<file path="config.mk">
export PLATFORM = sky130hd
export DESIGN_NAME = epoch_seconds_to_datetime_top
export DESIGN_NICKNAME = d
export VERILOG_FILES = /design/src/esdt_pkg.sv /design/src/esdt_dp.sv /design/src/esdt_ctrl.sv /design/src/epoch_seconds_to_datetime_top.sv
export SDC_FILE = /design/constraint.sdc
export NUM_CORES = 1
export LEC_CHECK = 0
export BUFFER_PORTS_ARGS = -buffer_cell sky130_fd_sc_hd__buf_2
export CORE_ASPECT_RATIO = 1.1
export CORE_UTILIZATION = 45
export DETAILED_ROUTE_END_ITERATION = 7
export GPL_ROUTABILITY_DRIVEN = 0
export GPL_TIMING_DRIVEN = 1
export SETUP_SLACK_MARGIN = 0.05
export SLEW_MARGIN = 0
export SYNTH_ARGS = -nofsm -noshare
export SYNTH_HDL_FRONTEND = slang
export SYNTH_SLANG_ARGS = --single-unit
</file>
<file path="constraint.sdc">
create_clock -name clk -period 12.06 [get_ports clk]
set_input_delay 0.603 -clock clk [delete_from_list [all_inputs] [get_ports clk]]
set_output_delay 0.603 -clock clk [all_outputs]
set_load 0.03 [all_outputs]
</file>
<file path="src/esdt_pkg.sv">
// ----------------------------------------------------------------------------
// esdt_pkg: shared types and constants for the seconds-to-date converter
// Command/status structs between controller and datapath, reciprocal
// constants for the day and time-of-day split, and the month length table.
// ----------------------------------------------------------------------------
package esdt_pkg;

  localparam longint unsigned SECS_PER_DAY  = 86400;
  localparam longint unsigned SECS_PER_HOUR = 3600;
  localparam longint unsigned SECS_PER_MIN  = 60;
  localparam int unsigned     BASE_YEAR     = 2000;

  localparam int unsigned SEC_W  = 32;
  localparam int unsigned DAYS_W = 16;  // days  < 2^16
  localparam int unsigned TOD_W  = 17;  // seconds of a day  < 2^17
  localparam int unsigned HREM_W = 12;  // seconds of an hour < 2^12

  // floor(x / d) = (x * RECIP) >> SHIFT over the whole operand range.
  // Days: (secs >> 7) / 675, hours: (tod >> 4) / 225, minutes: (rem >> 2) / 15.
  localparam logic [25:0] DAY_RECIP  = 26'd50903317;  // 2^35 / 675, rounded up
  localparam int unsigned DAY_SHIFT  = 35;
  localparam logic [13:0] HOUR_RECIP = 14'd9321;      // 2^21 / 225, rounded up
  localparam int unsigned HOUR_SHIFT = 21;
  localparam logic [10:0] MIN_RECIP  = 11'd1093;      // 2^14 / 15, rounded up
  localparam int unsigned MIN_SHIFT  = 14;

  localparam logic [3:0] MON_FEB = 4'd1;
  localparam logic [3:0] MON_DEC = 4'd11;

  typedef struct packed {
    logic load_secs;
    logic calc_days;
    logic calc_tod;
    logic calc_hour;
    logic calc_hrem;
    logic calc_min;
    logic calc_sec;
    logic year_step;
    logic month_step;
  } dp_cmd_t;

  typedef struct packed {
    logic year_done;
    logic month_done;
  } dp_sts_t;

  function automatic logic [4:0] month_length(input logic [3:0] mon, input logic leap);
    logic [4:0] len;
    case (mon)
      4'd0:    len = 5'd31;
      4'd1:    len = leap ? 5'd29 : 5'd28;
      4'd2:    len = 5'd31;
      4'd3:    len = 5'd30;
      4'd4:    len = 5'd31;
      4'd5:    len = 5'd30;
      4'd6:    len = 5'd31;
      4'd7:    len = 5'd31;
      4'd8:    len = 5'd30;
      4'd9:    len = 5'd31;
      4'd10:   len = 5'd30;
      default: len = 5'd31;
    endcase
    return len;
  endfunction

endpackage

</file>
<file path="src/esdt_dp.sv">
// ----------------------------------------------------------------------------
// esdt_dp: datapath of the seconds-to-date converter
// Reciprocal-multiply split, year/month subtract loops, leap tracking.
// ----------------------------------------------------------------------------
module esdt_dp (
  input  logic                      clk,
  input  logic                      rst,
  input  logic [31:0]               elapsed_seconds,
  input  esdt_pkg::dp_cmd_t         cmd,
  output esdt_pkg::dp_sts_t         sts,
  output logic [11:0]               cal_year,
  output logic [3:0]                cal_month,
  output logic [4:0]                cal_day,
  output logic [4:0]                clock_hour,
  output logic [5:0]                clock_minute,
  output logic [5:0]                clock_second
);
  import esdt_pkg::*;

  logic [SEC_W-1:0]  secs;
  logic [DAYS_W-1:0] days;
  logic [TOD_W-1:0]  tod;
  logic [4:0]        hour;
  logic [HREM_W-1:0] hrem;
  logic [5:0]        minute;
  logic [5:0]        second;
  logic [11:0]       year;
  logic [1:0]        y4;
  logic [6:0]        y100;
  logic [8:0]        y400;
  logic [3:0]        mon;

  logic [50:0]       day_prod;
  logic [SEC_W-1:0]  day_base;
  logic [SEC_W-1:0]  tod_full;
  logic [26:0]       hour_prod;
  logic [TOD_W-1:0]  hour_base;
  logic [TOD_W-1:0]  hrem_full;
  logic [20:0]       min_prod;
  logic [HREM_W-1:0] min_base;
  logic [HREM_W-1:0] sec_full;
  logic              leap;
  logic [8:0]        ylen;
  logic [4:0]        mlen;

  // one registered step each: quotient by reciprocal, then remainder
  assign day_prod  = 51'(secs[31:7]) * 51'(DAY_RECIP);
  assign day_base  = SEC_W'(days) * SEC_W'(SECS_PER_DAY);
  assign tod_full  = secs - day_base;
  assign hour_prod = 27'(tod[16:4]) * 27'(HOUR_RECIP);
  assign hour_base = TOD_W'(hour) * TOD_W'(SECS_PER_HOUR);
  assign hrem_full = tod - hour_base;
  assign min_prod  = 21'(hrem[11:2]) * 21'(MIN_RECIP);
  assign min_base  = HREM_W'(minute) * HREM_W'(SECS_PER_MIN);
  assign sec_full  = hrem - min_base;

  assign leap = ((y4 == 2'd0) && (y100 != 7'd0)) || (y400 == 9'd0);
  assign ylen = leap ? 9'd366 : 9'd365;
  assign mlen = month_length(mon, leap);

  assign sts.year_done  = (days < DAYS_W'(ylen));
  assign sts.month_done = (mon == MON_DEC) || (days < DAYS_W'(mlen));

  always_ff @(posedge clk) begin
    if (cmd.load_secs) begin
      secs <= elapsed_seconds;
    end

    if (cmd.calc_days) begin
      days <= day_prod[DAY_SHIFT +: DAYS_W];
    end else if (cmd.year_step) begin
      days <= days - DAYS_W'(ylen);
    end else if (cmd.month_step) begin
      days <= days - DAYS_W'(mlen);
    end

    if (cmd.calc_tod) begin
      tod <= tod_full[TOD_W-1:0];
    end
    if (cmd.calc_hour) begin
      hour <= hour_prod[HOUR_SHIFT +: 5];
    end
    if (cmd.calc_hrem) begin
      hrem <= hrem_full[HREM_W-1:0];
    end
    if (cmd.calc_min) begin
      minute <= min_prod[MIN_SHIFT +: 6];
    end
    if (cmd.calc_sec) begin
      second <= sec_full[5:0];
    end
  end

  // year and leap-cycle counters, restarted for each transaction
  always_ff @(posedge clk) begin
    if (rst || cmd.load_secs) begin
      year <= 12'(BASE_YEAR);
      y4   <= 2'(BASE_YEAR % 4);
      y100 <= 7'(BASE_YEAR % 100);
      y400 <= 9'(BASE_YEAR % 400);
      mon  <= '0;
    end else begin
      if (cmd.year_step) begin
        year <= year + 12'd1;
        y4   <= y4 + 2'd1;
        y100 <= (y100 == 7'd99)  ? 7'd0 : y100 + 7'd1;
        y400 <= (y400 == 9'd399) ? 9'd0 : y400 + 9'd1;
      end
      if (cmd.month_step) begin
        mon <= mon + 4'd1;
      end
    end
  end

  assign cal_year     = year;
  assign cal_month    = mon + 4'd1;
  assign cal_day      = days[4:0] + 5'd1;
  assign clock_hour   = hour;
  assign clock_minute = minute;
  assign clock_second = second;

  a_mon_range: assert property (@(posedge clk) disable iff (rst)
    cmd.month_step |=> (mon <= MON_DEC))
    else $error("month index passed December");

  a_feb_leap: assert property (@(posedge clk) disable iff (rst)
    (mon == MON_FEB && leap) |-> (mlen == 5'd29))
    else $error("leap February not 29 days");

  a_tod_range: assert property (@(posedge clk) disable iff (rst)
    cmd.calc_hrem |-> (tod < TOD_W'(SECS_PER_DAY)))
    else $error("time of day past one day");

endmodule

</file>
<file path="src/esdt_ctrl.sv">
// ----------------------------------------------------------------------------
// esdt_ctrl: sequencer of the seconds-to-date converter
// Steps the day and time-of-day split, then the year and month loops, then
// strobes.
// ----------------------------------------------------------------------------
module esdt_ctrl (
  input  logic              clk,
  input  logic              rst,
  input  logic              start,
  output logic              busy,
  output logic              valid,
  output esdt_pkg::dp_cmd_t cmd,
  input  esdt_pkg::dp_sts_t sts
);
  import esdt_pkg::*;

  typedef enum logic [9:0] {
    ST_IDLE  = 10'b0000000001,
    ST_DAYS  = 10'b0000000010,
    ST_TOD   = 10'b0000000100,
    ST_HOUR  = 10'b0000001000,
    ST_HREM  = 10'b0000010000,
    ST_MIN   = 10'b0000100000,
    ST_SEC   = 10'b0001000000,
    ST_YEAR  = 10'b0010000000,
    ST_MONTH = 10'b0100000000,
    ST_DONE  = 10'b1000000000
  } state_t;

  state_t state, state_next;

  always_comb begin
    state_next = state;
    cmd        = '0;
    case (state)
      ST_IDLE: begin
        if (start) begin
          cmd.load_secs = 1'b1;
          state_next    = ST_DAYS;
        end
      end
      ST_DAYS: begin
        cmd.calc_days = 1'b1;
        state_next    = ST_TOD;
      end
      ST_TOD: begin
        cmd.calc_tod = 1'b1;
        state_next   = ST_HOUR;
      end
      ST_HOUR: begin
        cmd.calc_hour = 1'b1;
        state_next    = ST_HREM;
      end
      ST_HREM: begin
        cmd.calc_hrem = 1'b1;
        state_next    = ST_MIN;
      end
      ST_MIN: begin
        cmd.calc_min = 1'b1;
        state_next   = ST_SEC;
      end
      ST_SEC: begin
        cmd.calc_sec = 1'b1;
        state_next   = ST_YEAR;
      end
      ST_YEAR: begin
        if (sts.year_done) begin
          state_next = ST_MONTH;
        end else begin
          cmd.year_step = 1'b1;
        end
      end
      ST_MONTH: begin
        if (sts.month_done) begin
          state_next = ST_DONE;
        end else begin
          cmd.month_step = 1'b1;
        end
      end
      ST_DONE: begin
        state_next = ST_IDLE;
      end
      default: begin
        state_next = ST_IDLE;
      end
    endcase
  end

  always_ff @(posedge clk) begin
    if (rst) begin
      state <= ST_IDLE;
    end else begin
      state <= state_next;
    end
  end

  assign busy  = (state != ST_IDLE);
  assign valid = (state == ST_DONE);

  a_accept: assert property (@(posedge clk) disable iff (rst)
    (start && !busy) |=> (busy && !valid))
    else $error("accepted transaction did not start");

  a_strobe: assert property (@(posedge clk) disable iff (rst)
    valid |=> (!valid && !busy))
    else $error("result strobe longer than one cycle");

  a_year_step: assert property (@(posedge clk) disable iff (rst)
    cmd.year_step |-> !sts.year_done)
    else $error("year step past the final year");

  a_month_step: assert property (@(posedge clk) disable iff (rst)
    cmd.month_step |-> !sts.month_done)
    else $error("month step past the final month");

endmodule

</file>
<file path="src/epoch_seconds_to_datetime_top.sv">
// ----------------------------------------------------------------------------
// epoch_seconds_to_datetime_top: seconds since 2000-01-01 to calendar date
// Converts a 32-bit seconds count into year, month, day, hour, minute and
// second with the full Gregorian leap rule.
// ----------------------------------------------------------------------------
//
//  channel   handshake              payload
//  -------   ---------------------  ---------------------------------------
//  input     start, busy            elapsed_seconds[31:0]
//  result    valid (1-cycle strobe) cal_year, cal_month, cal_day,
//                                   clock_hour, clock_minute, clock_second
//
//  A transaction is taken when start is high and busy is low. After the
//  accepting edge, states for days, time of day, hour, hour remainder,
//  minute and second split the count by reciprocal multiplication; then
//  the year loop, one year per cycle, walks the whole years after 2000
//  (0..136) and dominates, and the month loop walks the month index (0..11).
//  The longest conversion is for late December 2135. A new transaction is
//  taken only once busy drops after the valid strobe. Synchronous reset
//  returns the sequencer to idle. The receiver cannot stall: valid marks
//  each result for a single cycle, and the fields hold until the next one.
//
module epoch_seconds_to_datetime_top (
  input  logic        clk,
  input  logic        rst,
  input  logic        start,
  output logic        busy,
  input  logic [31:0] elapsed_seconds,
  output logic        valid,
  output logic [11:0] cal_year,
  output logic [3:0]  cal_month,
  output logic [4:0]  cal_day,
  output logic [4:0]  clock_hour,
  output logic [5:0]  clock_minute,
  output logic [5:0]  clock_second
);
  import esdt_pkg::*;

  // command and status between sequencer and datapath
  dp_cmd_t cmd;
  dp_sts_t sts;

  // sequencer: day and time split, then year and month loops, then strobe
  esdt_ctrl u_ctrl (
    .clk   (clk),
    .rst   (rst),
    .start (start),
    .busy  (busy),
    .valid (valid),
    .cmd   (cmd),
    .sts   (sts)
  );

  // datapath: result fields hold from the strobe until the next transaction
  esdt_dp u_dp (
    .clk             (clk),
    .rst             (rst),
    .elapsed_seconds (elapsed_seconds),
    .cmd             (cmd),
    .sts             (sts),
    .cal_year        (cal_year),
    .cal_month       (cal_month),
    .cal_day         (cal_day),
    .clock_hour      (clock_hour),
    .clock_minute    (clock_minute),
    .clock_second    (clock_second)
  );

endmodule

</file>
==> flow_summary.json, run 1 <==
{
  "die_w_um": 204.1,
  "vias": 13640,
  "powerDensity_nw_per_um2": 269.7,
  "synth-seq-cells": 138,
  "grt_pass1_wl_um": 74810,
  "status": "finished with violations",
  "tns_ps": 0,
  "ctsHoldBuffers": 0,
  "clkSinkCount": 138,
  "antenna_cells": 0,
  "cts_buffers": 17,
  "synthArstFlopShare_pct": 0,
  "max_freq_mhz": 146.9,
  "leakage_nw": 11.18,
  "finalHoldViolCount": 0,
  "crit_slowest_cell": "edfxtp_1",
  "path_clk_slew_ps": 70,
  "grt_max_degree": 34,
  "clock_skew_ps": 13.39,
  "ant_nets": 0,
  "finalSetupViolCount": 0,
  "min_period_ps": 6808,
  "worst_hold_path_type": "in2reg",
  "crit_family": "adder cells",
  "max_stage_delay_ps": 830,
  "whs_endpoint": "u_dp.secs[19]",
  "placed_area_um2": 21240,
  "holdCritStartpoint": "elapsed_seconds[19]",
  "areaGrowthSynthToFinish_pct": 8.036,
  "pre_cts_slack_ps": 5277,
  "worstPathMaxFanout": 12,
  "grt_overflow_total": 0,
  "ios": 75,
  "ff2ff_setup_slack_ps": 5250,
  "cts_setup_buffers": 0,
  "wirelength_um": 46290,
  "grt_pass1_vias": 14280,
  "drt_iter0_drc": 587,
  "port_buffers": 74,
  "die_h_um": 224.4,
  "whs_path_depth": 1,
  "r2r_start": "u_dp.secs[12]",
  "slew_viol_final": 0,
  "maxCapViolations": 0,
  "cp_data_arrival_time_ps": 6990,
  "fin_area_um2": 21850,
  "drc_errors": 1,
  "worst_r2r_endpoint": "u_dp.days[4]",
  "core_um2": 44390,
  "period_share_pct": 56.45,
  "initial_core_util_pct": 45.56,
  "crit_type": "reg2reg",
  "cp-start-kind": "register",
  "failed_checks": "design-rule violations",
  "synth-edff-count": 94,
  "syn-num-nets": 2746,
  "h-tree-depth": 4,
  "fin_util_pct": 49.22,
  "syn_area_per_cell_um2": 10.06,
  "tritoncts": "built",
  "final_nets": 2823,
  "vdd_drop_max_mv": 0.4206,
  "grtUsageTotal_pct": 21.45,
  "ctsResizeCount": 0,
  "fin_ws_ps": 5252,
  "ys_warn_count": 0,
  "routed_via_density": 5.088,
  "synth_cell_type_count": 83,
  "die_area_um2": 45800,
  "wl_per_cell_um": 17.26,
  "maxSlewHeadroom_pct": 27.69,
  "cp_data_required_time_ps": 12240,
  "path_common_cell": "inv_1",
  "worst_r2r_path_depth": 22,
  "synthCells": 2010,
  "dr.pass1.iters": 7,
  "rows": 81,
  "ys.flop_type": "edfxtp_1",
  "endpoint_kind": "register",
  "worst_pin_slew_ps": 1080,
  "clock_latency_ps": 480,
  "seq_area_frac_synth_pct": 18.31,
  "dp.final_hpwl_um": 39430,
  "crit_path_cell_trace": "inv_1, ha_1, inv_1, fa_1, ha_1, inv_1, fa_1, inv_1, fa_1, fa_1, inv_1, fa_1, inv_1, ha_1, a21oi_1, o211ai_1, nor2_1, a311o_1, a21boi_0, o21ai_0, mux2i_1, o311ai_0",
  "synthesis.area_um2": 20230,
  "antenna_found_initial": 0,
  "ctsLongestPathBuffers": 2,
  "critPathBufInv": 6,
  "rsz0062_at_grt": "no",
  "cts_root_buf": "clkbuf_16",
  "final_layout_size_suffix_gt1_share_pct": 6.905
}
-- worst reg2reg max path: cells and delay by family (launching register included) --
kind                       cells  cell delay (ps)
muxes                          1              160
buffers and inverters          6              490
DFF                            1              830
adders and majority gates      8             3510
AOI/OAI and AO/OA              6             1470
and+or+nand+nor                1               60
-- state kept, by name (all words and copies together) (netlist names) --
signal and cells:
u_dp.secs 32, u_dp.tod 17, u_dp.days 16, u_dp.cal_year 12, u_dp.hrem 12, u_ctrl.state 10
u_dp.y400 9, u_dp.y100 7, u_dp.clock_minute 6, u_dp.clock_second 6, u_dp.clock_hour 5, u_dp.mon 4
u_dp.y4 2
-- per-layer routing --
| metal | part of all wire [%] | vias to the layer above | GRT usage, % |
|---|---|---|---|
| met4 | 2.7 | 0 | 7.198 |
| met3 | 3.4 | 61 | 3.289 |
| met1 | 43 | 6664 | 25.97 |
| met5 | 0 | - | 0 |
| li1 | - | 6703 | - |
| met2 | 51 | 213 | 38.48 |
-- through the flow --
step,std cells,power [W],hold slack (ps)
finish,2681,0.005894,296.4
global route,2681,0.006638,282.5
CTS,2681,0.005902,276.3
detailed placement,2649,0.005292,404.5
global placement,2649,0.005231,401.1
floorplan,2010,0.004104,400.3
-- kinds of logic after synthesis --
| group | after synthesis | share of synthesized area [%] |
|---|---|---|
| adder cells (fa/ha/maj) | 701 | 51.83 |
| buffers and inverters | 521 | 9.885 |
| AND/OR/NAND/NOR | 311 | 7.900 |
| AO/OA/AOI/OAI | 227 | 7.182 |
| flip-flops | 138 | 18.31 |
| XOR/XNOR | 105 | 4.547 |
| multiplexers | 7 | 0.3464 |
-- Yosys cell counts, types with 2 or more instances --
| cell | instances | area (um^2) |
|---|---|---|
| a211oi_1 | 5 | 37.54 |
| a21boi_0 | 4 | 30.03 |
| a21o_1 | 26 | 195.2 |
| a21oi_1 | 77 | 385.4 |
| a31o_2 | 3 | 26.28 |
| a31oi_1 | 15 | 93.84 |
| and2_1 | 5 | 31.28 |
| and3_1 | 10 | 62.56 |
| and4_1 | 3 | 26.28 |
| buf_4 | 5 | 37.54 |
| buf_6 | 3 | 33.78 |
| clkbuf_1 | 9 | 33.78 |
| dfxtp_1 | 44 | 880.8 |
| edfxtp_1 | 94 | 2823 |
| fa_1 | 228 | 4564 |
| ha_1 | 473 | 5918 |
| inv_1 | 500 | 1877 |
| mux2i_1 | 7 | 70.07 |
| nand2_1 | 92 | 345.3 |
| nand2b_1 | 5 | 31.28 |
| nand3_1 | 26 | 130.1 |
| nand3b_1 | 2 | 15.01 |
| nand4_1 | 16 | 100.1 |
| nor2_1 | 76 | 285.3 |
| nor2_2 | 8 | 50.05 |
| nor2b_1 | 7 | 43.79 |
| nor3_1 | 18 | 90.09 |
| nor3b_1 | 5 | 37.54 |
| nor4_1 | 7 | 43.79 |
| nor4b_1 | 2 | 17.52 |
| o211ai_1 | 8 | 60.06 |
| o21a_1 | 3 | 22.52 |
| o21ai_0 | 40 | 200.2 |
| o21ai_1 | 3 | 15.01 |
| o21bai_1 | 10 | 75.07 |
| o22ai_1 | 4 | 25.02 |
| o311ai_0 | 2 | 17.52 |
| o31ai_1 | 9 | 67.56 |
| or3_1 | 7 | 43.79 |
| or4_1 | 2 | 15.01 |
| or4_4 | 2 | 22.52 |
| xnor2_1 | 68 | 595.6 |
| xor2_1 | 37 | 324.1 |
-- how the worst max path moves through the flow --
stage	startpoint	end	slack, ps	cells after the start
6_report	u_dp.secs[12]	u_dp.days[4]	5250	22
5_1_grt	u_dp.secs[12]	u_dp.days[8]	4920	22
4_1_cts	u_dp.secs[12]	u_dp.days[8]	5250	22
3_5_place_dp	u_dp.secs[12]	u_dp.days[8]	5280	22
3_3_place_gp	u_dp.secs[12]	u_dp.days[8]	5340	22
2_1_floorplan	u_dp.secs[12]	u_dp.days[8]	5940	22
-- cell usage in the layout, fill, tap and decap left out, types with 9 or more instances in the layout --
master     count
a21o_1        26
a21oi_1       77
a31oi_1       15
and3_1        10
buf_2         74
clkbuf_16     20
dfxtp_1       44
edfxtp_1      94
fa_1         228
ha_1         473
inv_1        500
nand2_1       92
nand3_1       26
nand4_1       16
nor2_1        76
nor3_1        17
o21ai_0       40
o21bai_1      10
o31ai_1        9
xnor2_1       68
xor2_1        37
-- power by group --
| part | internal (W) | leakage (nW) | switching [W] |
|---|---|---|---|
| clock network | 0.000312 | 0.303 | 0.000237 |
| logic | 0.00190 | 9.66 | 0.00288 |
| registers | 0.000525 | 1.22 | 0.0000356 |
| total | 0.00274 | 11.2 | 0.00316 |
-- layout make-up --
| class | count | area [um^2] |
|---|---|---|
| fillers | 4154 | 22540 |
| multi-input cells | 1351 | 14530 |
| repair buffers | 77 | 392.9 |
| clock buffers | 22 | 518.0 |
| well taps | 581 | 726.9 |
| flip-flops and latches | 138 | 3704 |
| inverters | 502 | 1886 |
| clock inverters | 10 | 91.34 |
Note: power is estimated with default switching activity, not from simulation.
==> run 2, diff against run 1 <==
Clock period 12.06 ns to 6.6 ns, I/O delays scaled along.
==> flow_summary.json, run 2 (synthesis results as in run 1) <==
{
  "path_clk_slew_ps": 70,
  "crit_start": "u_dp.secs[21]",
  "clock_latency_ps": 470,
  "vias": 13820,
  "crit_end": "u_dp.days[8]",
  "final_layout_size_suffix_gt1_share_pct": 9.014,
  "cp_data_required_time_ps": 6930,
  "wl_per_cell_um": 17.41,
  "crit_type": "reg2reg",
  "worst_r2r_endpoint": "u_dp.days[8]",
  "rows": 81,
  "tns_ps": 0,
  "cp-start-kind": "register",
  "hold_ws_ps": 34.83,
  "status": "finished with violations",
  "initial_core_util_pct": 45.56,
  "core_um2": 44390,
  "wirelength_um": 47420,
  "drc_errors": 2,
  "n_fill_cell": 4129,
  "cts_buffers": 17,
  "clock_skew_ps": 14.71,
  "failed_checks": "design-rule violations",
  "fin_util_pct": 49.95,
  "mostFrequentLayoutCells": "inv_1 (500), ha_1 (472), fa_1 (228)",
  "rsz0062_at_grt": "yes",
  "period_share_pct": 95.63,
  "finalSetupViolCount": 0,
  "min_period_ps": 6312,
  "grt_pass1_wl_um": 76990,
  "die_w_um": 204.1,
  "ios": 75,
  "reg_top3": "u_dp.secs x32, u_dp.tod x17, u_dp.days x16",
  "areaGrowthSynthToFinish_pct": 9.626,
  "h-tree-depth": 4,
  "ctsLongestPathBuffers": 2,
  "routed_via_density": 5.074,
  "finalHoldViolCount": 0,
  "drt_iter0_drc": 569,
  "antenna_found_initial": 0,
  "slew_viol_final": 0,
  "worst_pin_slew_ps": 1158,
  "largest_register_ffs": 32,
  "dp.final_hpwl_um": 40740,
  "maxCapViolations": 0,
  "worst_r2r_path_depth": 20,
  "r2r_start": "u_dp.secs[21]",
  "top_register": "u_dp.secs",
  "grt_overflow_total": 0,
  "tritoncts": "built",
  "grt_pass1_vias": 14990,
  "port_buffers": 74,
  "cts_root_buf": "clkbuf_16",
  "die_h_um": 224.4,
  "layout_commonest_cell": "inv_1",
  "final_nets": 2864,
  "worstPathMaxFanout": 6,
  "ant_nets": 0,
  "maxSlewHeadroom_pct": 22.48,
  "regArea_um2": 3704,
  "grtUsageTotal_pct": 21.94,
  "ff2ff_setup_slack_ps": 290,
  "clkSinkCount": 138,
  "dr.pass1.iters": 7,
  "die_area_um2": 45800,
  "cp_data_arrival_time_ps": 6640,
  "max_freq_mhz": 158.4,
  "multiInputGateArea_um2": 14560,
  "worst_hold_path_type": "in2reg",
  "grt_max_degree": 34,
  "endpoint_kind": "register"
}
==> run 2: routing by layer <==
layer | vias up | track usage [%] | wire length, um
li1 | 6796 | - | -
met1 | 6706 | 26.40 | 20480
met2 | 238 | 39.57 | 24190
met3 | 76 | 3.289 | 1498
met4 | 0 | 7.463 | 1246
met5 | - | 0 | 0
==> run 2: timing repair <==
item                                   in CTS  in global routing
hold buffers                                0                  0
setup endpoints to repair                   0                 10
resized for setup                           0                  8
endpoints found under the hold margin       0                  0
setup buffers                               0                 14
==> run 2: how the worst min path moves through the flow <==
| stage | startpoint | endpoint | slack [ps] | cells after the start |
|---|---|---|---|---|
| finish | elapsed_seconds[7] | u_dp.secs[7] | 30 | 1 |
| global route | elapsed_seconds[7] | u_dp.secs[7] | 10 | 1 |
| CTS | elapsed_seconds[25] | u_dp.secs[25] | 7 | 1 |
| detailed placement | u_dp.tod[3] | u_dp.hrem[3] | 410 | 0 |
| global placement | u_dp.tod[0] | u_dp.hrem[0] | 400 | 0 |
| floorplan | rst | u_ctrl.state[8] | 400 | 1 |
==> run 2: area by class of cell <==
class	count	area share, %
clock inverters	13	0.5643
well taps	581	3.279
inverters	502	8.504
diodes	1	0.01129
flip-flops and latches	138	16.70
repair buffers	118	3.160
clock buffers	19	2.094
multi-input cells	1351	65.68
==> run 2: worst max-delay path: stages, from the launching register on <==
cell and delay (ps):
edfxtp_1 530, fa_1 560, inv_1 50, fa_1 480, inv_1 40, ha_1 300
fa_1 470, fa_1 530, fa_1 550, inv_1 60, fa_1 580, inv_1 60
ha_1 350, nand3_1 80, nor2_1 100, nand3_1 110, a311o_2 390, a31oi_1 230
a21oi_1 150, or4b_1 490, nand3_1 80
==> run 2: stage by stage <==
stage / cells / cell area (um^2) / setup slack, ps
2_1_floorplan: 2010 / 20230 / 480.2
3_3_place_gp: 2676 / 21440 / 70.24
3_5_place_dp: 2676 / 21440 / 78.98
4_1_cts: 2708 / 22030 / 66.04
5_1_grt: 2722 / 22170 / 35.13
6_report: 2723 / 22170 / 288.2
Power of run 2 is not shown: default switching activity piles up to over one toggle a cycle in this logic, so the estimate is an artifact.
==> run 3, diff against run 2 <==
Clock period 6.6 ns to 8 ns, I/O delays scaled along.
==> flow_summary.json, run 3 (synthesis results as in run 1) <==
{
  "status": "finished with violations",
  "failed_checks": "design-rule violations",
  "tritoncts": "built",
  "holdCritStartpoint": "elapsed_seconds[7]",
  "cts_buffers": 17,
  "multiInputGateArea_um2": 14530,
  "wl_met1_um": 20720,
  "worst_r2r_endpoint": "u_dp.days[8]",
  "whs_endpoint": "u_dp.secs[7]",
  "grtUsageTotal_pct": 22.36,
  "pre_cts_slack_ps": 1481,
  "grt_pass1_wl_um": 78430,
  "endpoint_kind": "register",
  "ctsLongestPathBuffers": 2,
  "maxCapViolations": 0,
  "min_period_ps": 6574,
  "leakage_nw": 11.17,
  "areaGrowthSynthToFinish_pct": 8.024,
  "wl_met3_um": 1259,
  "die_w_um": 204.1,
  "cp_data_required_time_ps": 8310,
  "hold_ws_ps": 110.1,
  "worst_hold_path_type": "in2reg",
  "regArea_um2": 3704,
  "tns_ps": 0,
  "grt_overflow_total": 0,
  "wl_per_cell_um": 17.93,
  "final_layout_size_suffix_gt1_share_pct": 6.946,
  "r2r_start": "u_dp.secs[16]",
  "max_freq_mhz": 152.1,
  "whs_path_depth": 1,
  "crit_type": "reg2reg",
  "drc_errors": 1,
  "dr.pass1.iters": 8,
  "drt_iter0_drc": 510,
  "finalSetupViolCount": 0,
  "fin_ws_ps": 1426,
  "cts_setup_buffers": 0,
  "top_layer_used": "met4",
  "period_share_pct": 82.17,
  "ios": 75,
  "die_area_um2": 45800,
  "clock_skew_ps": 13.86,
  "ctsResizeCount": 0,
  "ant_nets": 0,
  "antenna_cells": 0,
  "maxSlewHeadroom_pct": 22.08,
  "clkSinkCount": 138,
  "reg_top3": "u_dp.secs x32, u_dp.tod x17, u_dp.days x16",
  "wl_met2_um": 24590,
  "top_register": "u_dp.secs",
  "worst_r2r_path_depth": 20,
  "largest_register_ffs": 32,
  "n_fill_cell": 4171,
  "h-tree-depth": 4,
  "cp-start-kind": "register",
  "powerDensity_nw_per_um2": 409.1,
  "routed_via_density": 5.103,
  "ff2ff_setup_slack_ps": 1430,
  "vdd_drop_max_mv": 0.4876,
  "cp_data_arrival_time_ps": 6890,
  "die_h_um": 224.4,
  "worst_pin_slew_ps": 1166,
  "grt_pass1_vias": 14870,
  "rows": 81,
  "mostFrequentLayoutCells": "inv_1 (500), ha_1 (473), fa_1 (228)",
  "dp.final_hpwl_um": 41410,
  "layout_commonest_cell": "inv_1",
  "worstPathMaxFanout": 12,
  "clock_latency_ps": 460,
  "cts_root_buf": "clkbuf_16",
  "wirelength_um": 48100,
  "rsz0062_at_grt": "no",
  "grt_max_degree": 34,
  "vias": 13690,
  "path_clk_slew_ps": 70,
  "port_buffers": 74,
  "final_nets": 2825,
  "antenna_found_initial": 0,
  "ctsHoldBuffers": 0,
  "finalHoldViolCount": 0,
  "initial_core_util_pct": 45.56,
  "core_um2": 44390,
  "slew_viol_final": 0
}
## run 3: cell types whose count changed in the layout (fill, tap and decap cells not counted), sizes merged
cell      delta
clkbuf       -1
diode        -1
inv          -4
bufinv       +2
buf         -39
clkinv       +1
clkinvlp     +2
## run 3: layout make-up
type                       count  area share [%]
clock buffer                  18           1.964
inverter                     502           8.630
timing repair buffer          79           1.867
tap                          581           3.327
clock inverter                14          0.7445
sequential                   138           16.95
multi-input combinational   1351           66.52
## run 3: per-stage QoR
step	instances	utilization (%)	power, W	area, um^2
2_1_floorplan	2010	-	0.006187	20230
5_1_grt	2683	49.22	0.01000	21850
6_report	2683	49.22	0.008937	21850
4_1_cts	2683	49.22	0.008965	21850
3_3_place_gp	2651	47.89	0.007962	21260
3_5_place_dp	2651	47.89	0.008060	21260
## run 3: worst max path at each step
stage,cells after the start,from,endpoint
2_1_floorplan,22,u_dp.secs[12],u_dp.days[8]
3_5_place_dp,20,u_dp.secs[16],u_dp.days[8]
4_1_cts,20,u_dp.secs[16],u_dp.days[8]
5_1_grt,20,u_dp.secs[16],u_dp.days[4]
6_report,20,u_dp.secs[16],u_dp.days[8]
3_3_place_gp,20,u_dp.secs[16],u_dp.days[8]
## run 3: per-layer routing
| metal | up-vias | track usage, % |
|---|---|---|
| met5 | - | 0 |
| met4 | 0 | 8.233 |
| met3 | 81 | 2.912 |
| met2 | 232 | 40.34 |
| met1 | 6668 | 26.92 |
| li1 | 6710 | - |
## run 3: power by group
group,switching (W),internal [W]
Clock,0.000361,0.000466
Sequential,0.0000469,0.000791
Combinational,0.00440,0.00288
Total,0.00480,0.00413
## run 3: worst max-delay path, cell delays in order, from the launching register on
cell and delay (ps):
edfxtp_1 740, ha_1 300, inv_1 60, fa_1 460
fa_1 510, inv_1 60, fa_1 510, inv_1 50
fa_1 470, fa_1 520, fa_1 550, inv_1 60
ha_1 330, nand2_1 100, o22ai_1 170, nor2_1 60
a311o_1 440, a31oi_1 310, a21oi_1 170, or4b_1 480
nand3_1 70
